[src/rtl/rfd_pkg.sv]
// ----------------------------------------------------------------------------
// rfd_pkg
// shared types and constants of the response frame deframer
// ----------------------------------------------------------------------------
package rfd_pkg;

    localparam logic [7:0]  MARK_START    = 8'h21;
    localparam logic [7:0]  MARK_END      = 8'h0D;
    localparam logic [15:0] TIMEOUT_RESET = 16'd3000;

    // result kinds
    localparam logic [1:0] KIND_PAYLOAD = 2'd0;
    localparam logic [1:0] KIND_DONE    = 2'd1;
    localparam logic [1:0] KIND_ERROR   = 2'd2;

    // error codes
    localparam logic [1:0] ERR_NONE      = 2'd0;
    localparam logic [1:0] ERR_BAD_START = 2'd1;
    localparam logic [1:0] ERR_BAD_END   = 2'd2;
    localparam logic [1:0] ERR_TIMEOUT   = 2'd3;

    // input item kinds
    localparam logic CMD_BYTE = 1'b0;
    localparam logic CMD_TICK = 1'b1;

    typedef struct packed {
        logic [1:0] result_kind;
        logic [7:0] data_byte;
        logic [7:0] frame_zone;
        logic [7:0] frame_command;
        logic [7:0] frame_answer;
        logic [7:0] frame_length;
        logic [1:0] error_code;
    } rfd_result_t;

endpackage

[src/rtl/rfd_core.sv]
// ----------------------------------------------------------------------------
// rfd_core
// frame phase machine: one registered item in, at most one result out
// ----------------------------------------------------------------------------
module rfd_core
(
    input  logic                 clk,
    input  logic                 rst_n,
    input  logic                 cfg_wr_en,
    input  logic [15:0]          cfg_wr_data,
    input  logic                 take,
    input  logic                 in_cmd,
    input  logic [7:0]           in_byte,
    output logic                 res_valid,
    output rfd_pkg::rfd_result_t res,
    output logic                 hunting
);

    typedef enum logic [2:0] {
        PH_HUNT,
        PH_ZONE,
        PH_COMMAND,
        PH_ANSWER,
        PH_LENGTH,
        PH_PAYLOAD,
        PH_END
    } phase_t;

    phase_t      phase_reg,   phase_next;
    logic [7:0]  zone_reg,    zone_next;
    logic [7:0]  command_reg, command_next;
    logic [7:0]  answer_reg,  answer_next;
    logic [7:0]  length_reg,  length_next;
    logic [7:0]  left_reg,    left_next;
    logic [15:0] idle_reg,    idle_next;
    logic [15:0] timeout_reg;

    logic [15:0] idle_inc;
    logic [7:0]  left_dec;
    logic [1:0]  kind;
    logic [1:0]  err;

    assign idle_inc = (idle_reg == 16'hFFFF) ? idle_reg : idle_reg + 16'd1;
    assign left_dec = left_reg - 8'd1;

    always_comb
    begin
        phase_next   = phase_reg;
        zone_next    = zone_reg;
        command_next = command_reg;
        answer_next  = answer_reg;
        length_next  = length_reg;
        left_next    = left_reg;
        idle_next    = idle_reg;
        res_valid    = 1'b0;
        kind         = rfd_pkg::KIND_PAYLOAD;
        err          = rfd_pkg::ERR_NONE;

        if (take)
        begin
            if (in_cmd == rfd_pkg::CMD_TICK)
            begin
                if (phase_reg != PH_HUNT)
                begin
                    if (idle_inc >= timeout_reg)
                    begin
                        phase_next = PH_HUNT;
                        idle_next  = 16'd0;
                        left_next  = 8'd0;
                        res_valid  = 1'b1;
                        kind       = rfd_pkg::KIND_ERROR;
                        err        = rfd_pkg::ERR_TIMEOUT;
                    end
                    else
                    begin
                        idle_next = idle_inc;
                    end
                end
            end
            else
            begin
                idle_next = 16'd0;
                case (phase_reg)
                    PH_HUNT:
                    begin
                        if (in_byte != rfd_pkg::MARK_START)
                        begin
                            res_valid = 1'b1;
                            kind      = rfd_pkg::KIND_ERROR;
                            err       = rfd_pkg::ERR_BAD_START;
                        end
                        else
                        begin
                            zone_next    = 8'd0;
                            command_next = 8'd0;
                            answer_next  = 8'd0;
                            length_next  = 8'd0;
                            left_next    = 8'd0;
                            phase_next   = PH_ZONE;
                        end
                    end
                    PH_ZONE:
                    begin
                        zone_next  = in_byte;
                        phase_next = PH_COMMAND;
                    end
                    PH_COMMAND:
                    begin
                        command_next = in_byte;
                        phase_next   = PH_ANSWER;
                    end
                    PH_ANSWER:
                    begin
                        answer_next = in_byte;
                        phase_next  = PH_LENGTH;
                    end
                    PH_LENGTH:
                    begin
                        length_next = in_byte;
                        left_next   = in_byte;
                        phase_next  = (in_byte == 8'd0) ? PH_END : PH_PAYLOAD;
                    end
                    PH_PAYLOAD:
                    begin
                        left_next = left_dec;
                        if (left_dec == 8'd0)
                        begin
                            phase_next = PH_END;
                        end
                        res_valid = 1'b1;
                        kind      = rfd_pkg::KIND_PAYLOAD;
                    end
                    PH_END:
                    begin
                        phase_next = PH_HUNT;
                        res_valid  = 1'b1;
                        if (in_byte != rfd_pkg::MARK_END)
                        begin
                            kind = rfd_pkg::KIND_ERROR;
                            err  = rfd_pkg::ERR_BAD_END;
                        end
                        else
                        begin
                            kind = rfd_pkg::KIND_DONE;
                        end
                    end
                    default:
                    begin
                        phase_next = PH_HUNT;
                    end
                endcase
            end
        end
    end

    // header fields show the registers as they stand before this item
    always_comb
    begin
        res.result_kind   = kind;
        res.data_byte     = (kind == rfd_pkg::KIND_PAYLOAD) ? in_byte : 8'd0;
        res.frame_zone    = zone_reg;
        res.frame_command = command_reg;
        res.frame_answer  = answer_reg;
        res.frame_length  = length_reg;
        res.error_code    = err;
    end

    assign hunting = (phase_reg == PH_HUNT);

    always_ff @(posedge clk or negedge rst_n)
    begin
        if (!rst_n)
        begin
            phase_reg   <= PH_HUNT;
            zone_reg    <= 8'd0;
            command_reg <= 8'd0;
            answer_reg  <= 8'd0;
            length_reg  <= 8'd0;
            left_reg    <= 8'd0;
            idle_reg    <= 16'd0;
            timeout_reg <= rfd_pkg::TIMEOUT_RESET;
        end
        else
        begin
            phase_reg   <= phase_next;
            zone_reg    <= zone_next;
            command_reg <= command_next;
            answer_reg  <= answer_next;
            length_reg  <= length_next;
            left_reg    <= left_next;
            idle_reg    <= idle_next;
            if (cfg_wr_en)
            begin
                timeout_reg <= cfg_wr_data;
            end
        end
    end

endmodule

[src/rtl/rfd_out_skid.sv]
// ----------------------------------------------------------------------------
// rfd_out_skid
// result register with one skid entry, full flag comes from a register
// ----------------------------------------------------------------------------
module rfd_out_skid
(
    input  logic                 clk,
    input  logic                 rst_n,
    input  logic                 push,
    input  rfd_pkg::rfd_result_t push_data,
    input  logic                 pop_ready,
    output logic                 out_valid,
    output rfd_pkg::rfd_result_t out_data,
    output logic                 full
);

    logic                 out_valid_reg;
    logic                 skid_valid_reg;
    rfd_pkg::rfd_result_t out_data_reg;
    rfd_pkg::rfd_result_t skid_data_reg;
    logic                 out_free;

    // push only arrives while the skid entry is empty
    assign out_free = !out_valid_reg || pop_ready;

    always_ff @(posedge clk or negedge rst_n)
    begin
        if (!rst_n)
        begin
            out_valid_reg  <= 1'b0;
            skid_valid_reg <= 1'b0;
        end
        else
        begin
            if (out_free)
            begin
                if (skid_valid_reg)
                begin
                    out_valid_reg  <= 1'b1;
                    skid_valid_reg <= 1'b0;
                end
                else
                begin
                    out_valid_reg <= push;
                end
            end
            else if (push)
            begin
                skid_valid_reg <= 1'b1;
            end
        end
    end

    always_ff @(posedge clk)
    begin
        if (out_free)
        begin
            out_data_reg <= skid_valid_reg ? skid_data_reg : push_data;
        end
        else if (push)
        begin
            skid_data_reg <= push_data;
        end
    end

    assign out_valid = out_valid_reg;
    assign out_data  = out_data_reg;
    assign full      = skid_valid_reg;

endmodule

[src/rtl/response_frame_deframer.sv]
// ----------------------------------------------------------------------------
// response_frame_deframer
// hunts for framed responses in a byte/tick stream and reports payload,
// frame completion and framing errors
// ----------------------------------------------------------------------------
//
//  channel   dir  payload
//  s_axis    in   tdata: byte_value; tuser: cmd (0 byte, 1 tick)
//  m_axis    out  tdata: data, header fields, error code; tuser: result kind
//  cfg       in   timeout_ticks, written whenever cfg_wr_en is high
//
//  one item is taken per cycle while s_axis_tready is high; each result
//  passes the input register, then the phase machine into the result register
//  rst_n clears the phase machine, header fields, counters and the
//  timeout register (3000); no clearing pass is needed
//  s_axis_tready is low only when the input register is full and the
//  result skid entry is occupied, so a stall on m_axis backs up in steps
//
module response_frame_deframer
(
    input  logic        clk,
    input  logic        rst_n,

    input  logic        cfg_wr_en,
    input  logic [15:0] cfg_wr_data,      // timeout_ticks

    input  logic        s_axis_tvalid,
    output logic        s_axis_tready,
    input  logic [7:0]  s_axis_tdata,     // [7:0] byte_value
    input  logic        s_axis_tuser,     // [0] cmd

    output logic        m_axis_tvalid,
    input  logic        m_axis_tready,
    output logic [47:0] m_axis_tdata,     // [7:0] data_byte, [15:8] frame_zone,
                                          // [23:16] frame_command,
                                          // [31:24] frame_answer,
                                          // [39:32] frame_length,
                                          // [41:40] error_code, rest zero
    output logic [1:0]  m_axis_tuser      // [1:0] result_kind
);

    // input register
    logic       in_valid_reg;
    logic       in_cmd_reg;
    logic [7:0] in_byte_reg;

    // core and result stage
    logic                 core_take;
    logic                 core_res_valid;
    rfd_pkg::rfd_result_t core_res;
    logic                 core_hunting;
    logic                 skid_full;
    rfd_pkg::rfd_result_t out_res;

    // the core consumes the held beat whenever the skid entry is free
    assign core_take     = in_valid_reg && !skid_full;
    assign s_axis_tready = !in_valid_reg || !skid_full;

    always_ff @(posedge clk or negedge rst_n)
    begin
        if (!rst_n)
        begin
            in_valid_reg <= 1'b0;
        end
        else if (s_axis_tvalid && s_axis_tready)
        begin
            in_valid_reg <= 1'b1;
        end
        else if (core_take)
        begin
            in_valid_reg <= 1'b0;
        end
    end

    // payload register, no reset needed
    always_ff @(posedge clk)
    begin
        if (s_axis_tvalid && s_axis_tready)
        begin
            in_cmd_reg  <= s_axis_tuser;
            in_byte_reg <= s_axis_tdata;
        end
    end

    rfd_core u_core
    (
        .clk         (clk),
        .rst_n       (rst_n),
        .cfg_wr_en   (cfg_wr_en),
        .cfg_wr_data (cfg_wr_data),
        .take        (core_take),
        .in_cmd      (in_cmd_reg),
        .in_byte     (in_byte_reg),
        .res_valid   (core_res_valid),
        .res         (core_res),
        .hunting     (core_hunting)
    );

    rfd_out_skid u_out
    (
        .clk       (clk),
        .rst_n     (rst_n),
        .push      (core_res_valid),
        .push_data (core_res),
        .pop_ready (m_axis_tready),
        .out_valid (m_axis_tvalid),
        .out_data  (out_res),
        .full      (skid_full)
    );

    // pack result beat, lowest field first
    assign m_axis_tdata = {6'd0, out_res.error_code, out_res.frame_length,
                           out_res.frame_answer, out_res.frame_command,
                           out_res.frame_zone, out_res.data_byte};
    assign m_axis_tuser = out_res.result_kind;

`ifndef SYNTHESIS
    // any error or frame-complete result sends the machine back to hunting
    a_err_hunts: assert property (@(posedge clk) disable iff (!rst_n)
        core_res_valid && (core_res.result_kind == rfd_pkg::KIND_ERROR ||
                           core_res.result_kind == rfd_pkg::KIND_DONE)
        |=> core_hunting)
        else $error("result did not return phase machine to hunting");

    // payload beats only come out of a started frame
    a_payload_in_frame: assert property (@(posedge clk) disable iff (!rst_n)
        core_res_valid && core_res.result_kind == rfd_pkg::KIND_PAYLOAD
        |-> !core_hunting)
        else $error("payload result while hunting");

    // a held input beat is not dropped while the core cannot take it
    a_in_held: assert property (@(posedge clk) disable iff (!rst_n)
        in_valid_reg && !core_take |=> in_valid_reg && $stable(in_byte_reg))
        else $error("input beat lost while stalled");

    // the core never pushes a result into a full skid stage
    a_no_overrun: assert property (@(posedge clk) disable iff (!rst_n)
        core_res_valid |-> !skid_full)
        else $error("result pushed into full output stage");
`endif

endmodule

[config.mk]
export PLATFORM = sky130hd
export DESIGN_NAME = response_frame_deframer
export DESIGN_NICKNAME = d
export VERILOG_FILES = /design/src/rtl/rfd_pkg.sv /design/src/rtl/rfd_core.sv /design/src/rtl/rfd_out_skid.sv /design/src/rtl/response_frame_deframer.sv
export SDC_FILE = /design/constraint.sdc
export NUM_CORES = 1
export LEC_CHECK = 0
export BUFFER_PORTS_ARGS = -buffer_cell sky130_fd_sc_hd__buf_2
export CAP_MARGIN = 20
export CORE_UTILIZATION = 46
export DETAILED_ROUTE_END_ITERATION = 8
export PLACE_DENSITY_LB_ADDON = 0.25
export SETUP_SLACK_MARGIN = 0.3
export SLEW_MARGIN = 5
export SYNTH_ARGS = -nofsm -noshare
export SYNTH_HDL_FRONTEND = slang
export SYNTH_SLANG_ARGS = --single-unit
[constraint.sdc]
create_clock -name clk -period 9.6 [get_ports clk]
set_clock_uncertainty 0.05 [all_clocks]
set_input_delay 1.92 -clock clk [delete_from_list [all_inputs] [get_ports clk]]
set_output_delay 1.92 -clock clk [all_outputs]
set_load 0.02 [all_outputs]
======== Word level (Yosys, flattened, before mapping) ========
Cells that the tools add are included.
word-level totals
  bits in registers ....................... 175
  output and inout bits ................... 52
  bits of input ports ..................... 30
  word-level logic and storage cells ...... 121
operators by class
  bitwise operators ....................... 2
  $add $sub $neg .......................... 2
  reductions and logical operators ........ 28
  multiplexer cells ....................... 47
  equality and inequality tests ........... 14
  order comparisons ....................... 1
operators with widths
  cell                                                                number
  16-bit 2-to-1 mux                                                   4
  8-bit case mux with 2 select lines                                  4
  44-bit 2-to-1 mux                                                   1
  8-bit 2-to-1 mux                                                    5
  2-bit 2-to-1 mux                                                    12
  8-bit case mux with 3 select lines                                  1
  3-bit case mux with 6 select lines                                  1
  16-bit by 1-bit adder with 16-bit output, second input constant     1
  16-bit == test, second input constant                               1
  16-bit >= comparator                                                1
  8-bit zero test                                                     2
  4-bit AND reduction                                                 4
  3-bit 2-to-1 mux                                                    5
  2-bit nonzero test                                                  6
  1-bit 2-to-1 mux                                                    11
  5-bit AND reduction                                                 2
  3-bit == test, second input constant                                3
  8-bit by 4-bit != test with 1-bit output, second input constant     1
  8-bit by 6-bit != test with 1-bit output, second input constant     1
  2-bit case mux with 2 select lines                                  2
  8-bit by 1-bit subtractor with 8-bit output, second input constant  1
  3-bit by 2-bit == test with 1-bit output, second input constant     2
  2-bit by 1-bit != test with 1-bit output, second input constant     2
  2-bit AND reduction                                                 2
  other kinds (14)                                                    19

======== Longest topological paths before layout ========
Gate-level depths: netlist (run 1).
  word-level depth ........................ 10
  depth in mapped cells ................... 17
  mapped depth without buffers ............ 14

======== Modules after synthesis ========
A second synthesis (run 1) with hierarchy kept.
second synthesis, totals
  cell total of the unflattened synthesis .. 668
  area, all modules ....................... 8214.1 µm²
by module, submodules not included
  module                   seq. area each (µm²)  area each (µm²)  cells each  times used
  rfd_core                 1885.6                4393.0           502         1
  rfd_out_skid             2692.6                3450.8           145         1
  response_frame_deframer  295.3                 370.4            21          1

======== Worst setup path after synthesis (run 1) ========
Ideal clock, no wire load.
  path kind ............................... input-to-reg
  start point ............................. input m_axis_tready
  end point ............................... register u_out.skid_data_reg[0] in the netlist's numbering (enable)
  library setup time ...................... 509 ps
  data required time ...................... 9041 ps
  stages on the path ...................... 2
  arrival ................................. 6429 ps
  setup slack ............................. 2611 ps
  path buffers ............................ 0
  cell sequence ........................... nand2b_1 > nor3b_1
between the ends
  cells in the longest elaborated chain, start to end .. 3
RTL lines
  item                           RTL line                       source
  from (decl)                    response_frame_deframer.sv:33  input logic m_axis_tready,
  1-bit logical OR               rfd_out_skid.sv:24             assign out_free = !out_valid_reg || pop_ready;
  1-bit NOT (no line)            --
  2-bit AND reduction (no line)  --
  to (signal assigned)           rfd_out_skid.sv:62             skid_data_reg <= push_data;
  to (decl)                      rfd_out_skid.sv:20             rfd_pkg::rfd_result_t skid_data_reg;
No other way between the ends.
A chain may end at the register's enable or synchronous reset.

======== Worst setup path after layout (run 1) ========
  start point ............................. register u_core.idle_reg[4]
  end point ............................... register u_out.skid_data_reg[6] in the netlist's numbering (enable)
between the ends
  cells in the longest elaborated chain, start to end .. 8
  elaborated cells on any way between the ends .. 9
  classes of those cells .................. add/sub: 1; order compare: 1; eq/ne: 1; mux: 5; reduce/logical: 1
RTL lines
  item                                                                               RTL line         source
  from (decl)                                                                        rfd_core.sv:35   logic [15:0] idle_reg, idle_next;
  from (signal assigned)                                                             rfd_core.sv:191  idle_reg <= idle_next;
  16-bit by 1-bit adder with 16-bit output / 16-bit == test (equally long branches)  rfd_core.sv:43   assign idle_inc = (idle_reg == 16'hFFFF) ? idle_reg : idle_reg + 16'd1;
  16-bit 2-to-1 mux *                                                                rfd_core.sv:43
  16-bit >= comparator *                                                             rfd_core.sv:65   if (idle_inc >= timeout_reg)
  1-bit 2-to-1 mux *                                                                 rfd_core.sv:65
  1-bit 2-to-1 mux *                                                                 rfd_core.sv:63   if (phase_reg != PH_HUNT)
  1-bit 2-to-1 mux *                                                                 rfd_core.sv:61   if (in_cmd == rfd_pkg::CMD_TICK)
  1-bit 2-to-1 mux *                                                                 rfd_core.sv:59   if (take)
  2-bit AND reduction (no line) *                                                    --
Every way passes the cells marked *; elsewhere a longest branch is shown, timed or not.

==> summary.txt, run 1 <==
Timing
  – Fin. max-slew vios: 0
  – Fin. Hold Viols: 0
  – Worst slew margin: 0.280
  – Endpoints failing setup: 0
  – RSZ-0062 raised after global routing: false
  – Final worst path period share: 0.489
  – Setup TNS Final: 0 ps
  – Smallest hold slack: 401 ps
  – Worst slew pin tran: 1070 ps
  – Fmax: 213 MHz
  – Final Critical Period: 4690 ps

Clock network
  – Bufs on Longest Clock Path: 2
  – CTS tree: built
  – Number of CTS-inserted buffers: 17
  – Clock Root Buffer: clkbuf_16
  – Clk_lat worst skew: 420 ps
  – CTS Hold Bufs: 0
  – CTS H-tree lvls: 4
  – Post-CTS Resized: 0
  – Clk sinks: 175
  – Post-CTS setup buffers: 0
  – Clock transition at path regs: 60 ps

Pwr
  – Pleak: 0.00401 µW
  – Peak supply drop: 123 µV
  – Power density over the cells: 179 nW/µm²

Critical path
  – Kind of critical path: flop to flop
  – WP data arrival: 4690 ps
  – CP max stage cell: o41ai_2
  – Max stage delay on crit path: 590 ps
  – Most frequent CP cell: and4_1
  – Crit path cell chain: and4_1 > and3_1 > a21oi_1 > and4_1 > xor2_1 > ha_1 > nand3_1 > or3_1 > o41ai_2 > o31ai_1 > nor3b_2 > buf_4
  – Buf+Inv Stages, Crit Path: 1
  – Kind of cell adding the most delay to the critical path: simple AND/OR/NAND/NOR gates
  – Critical Path Sink Type: flop
  – Worst-path fanout max: 44
  – Crit path required time: 9600 ps
  – Type of origin of the critical path: flop

Floorplanning
  – Die ar.: 18100 µm²
  – # rows: 48
  – Initial core utilization: 0.469
  – Die Y: 134 µm
  – Core area: 17200 µm²
  – IO Pins: 82
  – Die width: 134 µm

Logic synthesis
  – Yosys reg bits: 175
  – Top post-synthesis cells by area: edfxtp_1, dfrtp_1, nand2_1
  – Cell taking the most area after synthesis: edfxtp_1
  – Post-Syn Area: 8060 µm²
  – Yosys warns: 0
  – Ys async rst share: 0.446
  – Unique masters post-synth: 57
  – Seq/Total Area, Yosys: 0.605
  – Avg Cell Area, Syn: 11.5 µm²
  – Ys flop type: edfxtp_1
  – Post-synth EDFFs: 97
  – Post-Syn Instances: 700
  – Top cell type's share of synthesized area: 0.361

Layout
  – Layout cells sized above 1: 0.208
  – Antenna Cells: 0
  – Nets: 815
  – Area grow syn2layout: 14.3%

Place
  – GPL Wtd Cong: 0.879
  – Dpl hpwl: 11.3 mm
  – IO Port Bufs: 75

Detailed routing
  – Vias per cell: 5.54
  – Drc violations: 0
  – Routed WL: 16.8 mm
  – First-pass DRT Iterations: 5
  – Vias post-DR: 5558
  – Wire per inst: 16.7 µm
  – Initial drt markers: 322
  – Routed Antenna Nets: 0

Global route
  – Gr usage total: 0.199
  – Pin count of the biggest net entering global routing: 79
  – Initial antenna violation count: 0
  – First-pass GRT wire length: 27.8 mm
  – Grt total ovfl: 0
  – Vias in the first global route: 5573

Run
  – Maxcap violations: 0

Min path
  – Worst Hold Class: flop to flop

Outcome
  – Status: finished, final reports clean
[path summary, 6_finish.rpt]
path	from	endpoint	slack [ps]	cells past startpoint
max	u_core.idle_reg[4]	u_out.skid_data_reg[6]	4910	12
min	u_core.answer_reg[2]	u_out.skid_data_reg[12]	400	0
max reg2reg	u_core.idle_reg[4]	u_out.skid_data_reg[6]	4910	12
min reg2reg	u_core.answer_reg[2]	u_out.skid_data_reg[12]	400	0
max in group asynchronous	rst_n	u_core.timeout_reg[3]	7580	2
min in group asynchronous	rst_n	u_core.idle_reg[4]	1290	1
[kinds of logic (layout without fill, tap and decap cells)]
| group | Yosys count | count (layout) | synth area share |
|---|---|---|---|
| flops | 175 | 175 | 0.605 |
| mux | 47 | 47 | 0.0675 |
| fa+ha+maj | 19 | 19 | 0.0295 |
| buf+inv | 79 | 153 | 0.0419 |
| compound gates | 138 | 138 | 0.107 |
| xor+xnor | 15 | 15 | 0.0163 |
| simple gates | 226 | 226 | 0.133 |
| other cells | 1 | 6 | 0.000465 |
[through the flow]
| stage | utilization | instances | instance area, µm² | worst slack [ps] | total power, µW |
|---|---|---|---|---|---|
| 2_1_floorplan | - | 705 | 8080 | 2610 | 928 |
| 3_3_place_gp | 0.500 | 971 | 8590 | 5140 | 969 |
| 3_5_place_dp | 0.500 | 971 | 8590 | 4960 | 974 |
| 4_1_cts | 0.535 | 1003 | 9190 | 4970 | 1660 |
| 5_1_grt | 0.536 | 1004 | 9210 | 4620 | 1710 |
| 6_report | 0.536 | 1004 | 9210 | 4910 | 1650 |
[synth_stat cells (all sizes together) (12+ instances only)]
cell,number
a21oi,23
clkbuf,27
dfrtp,71
edfxtp,97
ha,19
inv,41
mux2,35
mux2i,12
nand2,105
nand3,20
nor2,37
nor3,21
o21ai,62
[area by class of cell]
cell class | instances | area [µm²]
fill | 1525 | 7960
sequential | 175 | 4870
multi-input combinational | 451 | 2880
clock buffer | 21 | 460
timing repair buffer | 80 | 435
tap | 225 | 282
inverter | 41 | 154
clock inverter | 11 | 131
[per-layer routing]
metal | vias to the layer above | GRT usage | part of all wire
met5 | - | 0 | 0
met4 | 0 | 0.0905 | 0.027
met3 | 35 | 0.0374 | 0.043
met2 | 188 | 0.347 | 0.51
met1 | 2714 | 0.239 | 0.42
li1 | 2621 | - | -
[where the power goes]
part           switching, µW  total (µW)  internal, µW  leakage [µW]
registers               16.6         841           824       0.00208
logic                   80.6         119          38.0       0.00165
clock network            285         686           401      0.000281
[cell usage in the layout, fill, tap and decap left out, types with 3 or more instances in the layout]
cell        Yosys  final
a21o_1          8      8
a21oi_1        23     23
a22o_1          7      7
a31oi_1         3      3
and3_1          3      3
and4_1          4      4
buf_2           3     74
buf_4           6      5
clkbuf_16       0     17
clkinvlp_4      0      3
conb_1          1      6
dfrtp_1        71     70
dfstp_2         7      7
edfxtp_1       97     97
ha_1           19     19
inv_1          41     41
inv_6           0      4
mux2_2         27     27
mux2_4          8      8
mux2i_1        12     12
nand2_1       104    104
nand2b_1        9      8
nand3_1        20     20
nand3b_1        4      4
nand4_1         5      5
nor2_1         37     37
nor3_1         19     19
o21a_1          5      5
o21ai_0        61     61
o2bb2ai_1       6      6
o31ai_1        11     11
or3_1           5      5
xnor2_1         7      7
xor2_1          8      8
Note: power is estimated with default switching activity, not from simulation.
==> run 2, diff against run 1 <==
clock period = 3.9 ns   (was 9.6 ns; I/O delays follow)
==> summary.txt, run 2 (same netlist as run 1, synthesis figures left out) <==
Floorplanning
  – Die Y: 134 µm
  – Initial core utilization: 0.469
  – Die width: 134 µm
  – # rows: 48
  – IO Pins: 82
  – Die ar.: 18100 µm²
  – Core area: 17200 µm²

Timing
  – Fin. max-slew vios: 0
  – RSZ-0062 raised after global routing: true
  – Fin. Hold Viols: 0
  – Final worst path period share: 0.944
  – Worst slew pin tran: 908 ps
  – Fmax: 272 MHz
  – Smallest hold slack: 218 ps
  – Worst slew margin: 0.390
  – Endpoints failing setup: 0
  – Final Critical Period: 3680 ps
  – Worst Setup Slack, final: 218 ps

Place
  – Dpl hpwl: 11.6 mm
  – Pre-CTS setup slack: -71.5 ps
  – Dpl cells: 994
  – Dpl cell area: 8830 µm²
  – GPL Wtd Cong: 0.909
  – IO Port Bufs: 75

Detailed routing
  – Initial drt markers: 447
  – Vias post-DR: 5853
  – Routed WL: 18.3 mm
  – Vias per cell: 5.56
  – Routed Antenna Nets: 0
  – Wire per inst: 17.3 µm
  – First-pass DRT Iterations: 6
  – Drc violations: 0

Critical path
  – Worst-path fanout max: 11
  – Kind of critical path: flop to flop
  – WP data arrival: 3780 ps
  – R2R depth: 17
  – Type of origin of the critical path: flop
  – Crit path required time: 4000 ps
  – Critical Path Sink Type: flop

Clock network
  – Number of CTS-inserted buffers: 17
  – Clock transition at path regs: 70 ps
  – Clock Root Buffer: clkbuf_16
  – Bufs on Longest Clock Path: 2
  – CTS H-tree lvls: 4
  – CTS tree: built
  – Clk_lat worst skew: 440 ps
  – Clk sinks: 175

Global route
  – Gr usage total: 0.208
  – First-pass GRT wire length: 28.7 mm
  – Grt total ovfl: 0
  – Vias in the first global route: 5765
  – Pin count of the biggest net entering global routing: 79
  – Initial antenna violation count: 0

Layout
  – Fill count: 1432
  – Multi-input logic area: 3140 µm²
  – Final non-filler cell total: 1053
  – Final Cell Area: 10000 µm²
  – Most frequent cells in the layout: nand2_1, edfxtp_1, buf_2, dfrtp_1, o21ai_0
  – Area grow syn2layout: 24.1%
  – Commonest non-fill, non-tap cell in the layout: nand2_1
  – Register area: 4880 µm²
  – Layout cells sized above 1: 0.304
  – Nets: 864
  – Antenna Cells: 0

Pwr
  – Pleak: 0.00436 µW
  – Peak supply drop: 323 µV
  – Power density over the cells: 412 nW/µm²

Run
  – Maxcap violations: 0

Min path
  – Worst Hold Class: input pin to asynchronous set/reset pin

Outcome
  – Status: finished, final reports clean
==> run 2: per-layer routing <==
layer	part of all wire	track usage	vias up	routed length [µm]
li1	-	-	2730	-
met1	0.41	0.248	2900	7470
met4	0.023	0.0918	0	425
met2	0.52	0.366	193	9430
met3	0.051	0.0404	30	931
met5	0	0	-	0
==> run 2: cell type report <==
cell class,instances,area share
sequential,175,0.487
inverter,41,0.0156
tap,225,0.0281
clock buffer,17,0.0425
multi-input combinational,451,0.314
timing repair buffer,129,0.0952
clock inverter,15,0.0174
==> run 2: through the flow <==
step                      utilization  total power, µW  setup TNS [ps]
after floorplan                     -             2290         -121430
after global placement          0.514             2410               0
after detailed placement        0.514             2420            -832
after CTS                       0.560             4120               0
after global routing            0.582             4260               0
final                           0.582             4120               0
==> run 2: path summary, 6_finish.rpt <==
path	startpoint	to	slack (ps)
min in group clk	u_core.answer_reg[0]	u_out.skid_data_reg[10]	400
worst max-delay path	u_core.idle_reg[1]	u_out.skid_data_reg[10]	220
worst min-delay path	rst_n	u_core.idle_reg[6]	220
worst min register to register	u_core.answer_reg[0]	u_out.skid_data_reg[10]	400
max in group asynchronous	rst_n	u_out.full	2970
worst max register to register	u_core.idle_reg[1]	u_out.skid_data_reg[10]	220
==> run 2: where the power goes <==
group          internal [µW]  total (µW)  switching [µW]
clock                    911        1690             779
combinational            134         360             226
sequential              2030        2070            40.0
==> run 2: critical path: stages (launching register included) <==
cell and delay [ps]:
dfrtp_1 400, ha_2 240, nand3_4 110, nor2_4 190, a21oi_4 110, nor3b_2 160, buf_4 140, xor2_2 150
ha_1 300, nand4_1 170, a311o_1 400, o41ai_4 80, buf_4 200, o31ai_4 80, nor3b_4 240, buf_6 150
buf_12 100, buf_16 130
==> run 2: timing repair <==
item	CTS	global route
gates resized for setup	17	48
buffers inserted	10	10
hold buffers	0	0
pin swaps	14	12
endpoints found under the setup margin	79	87
gates cloned	2	3
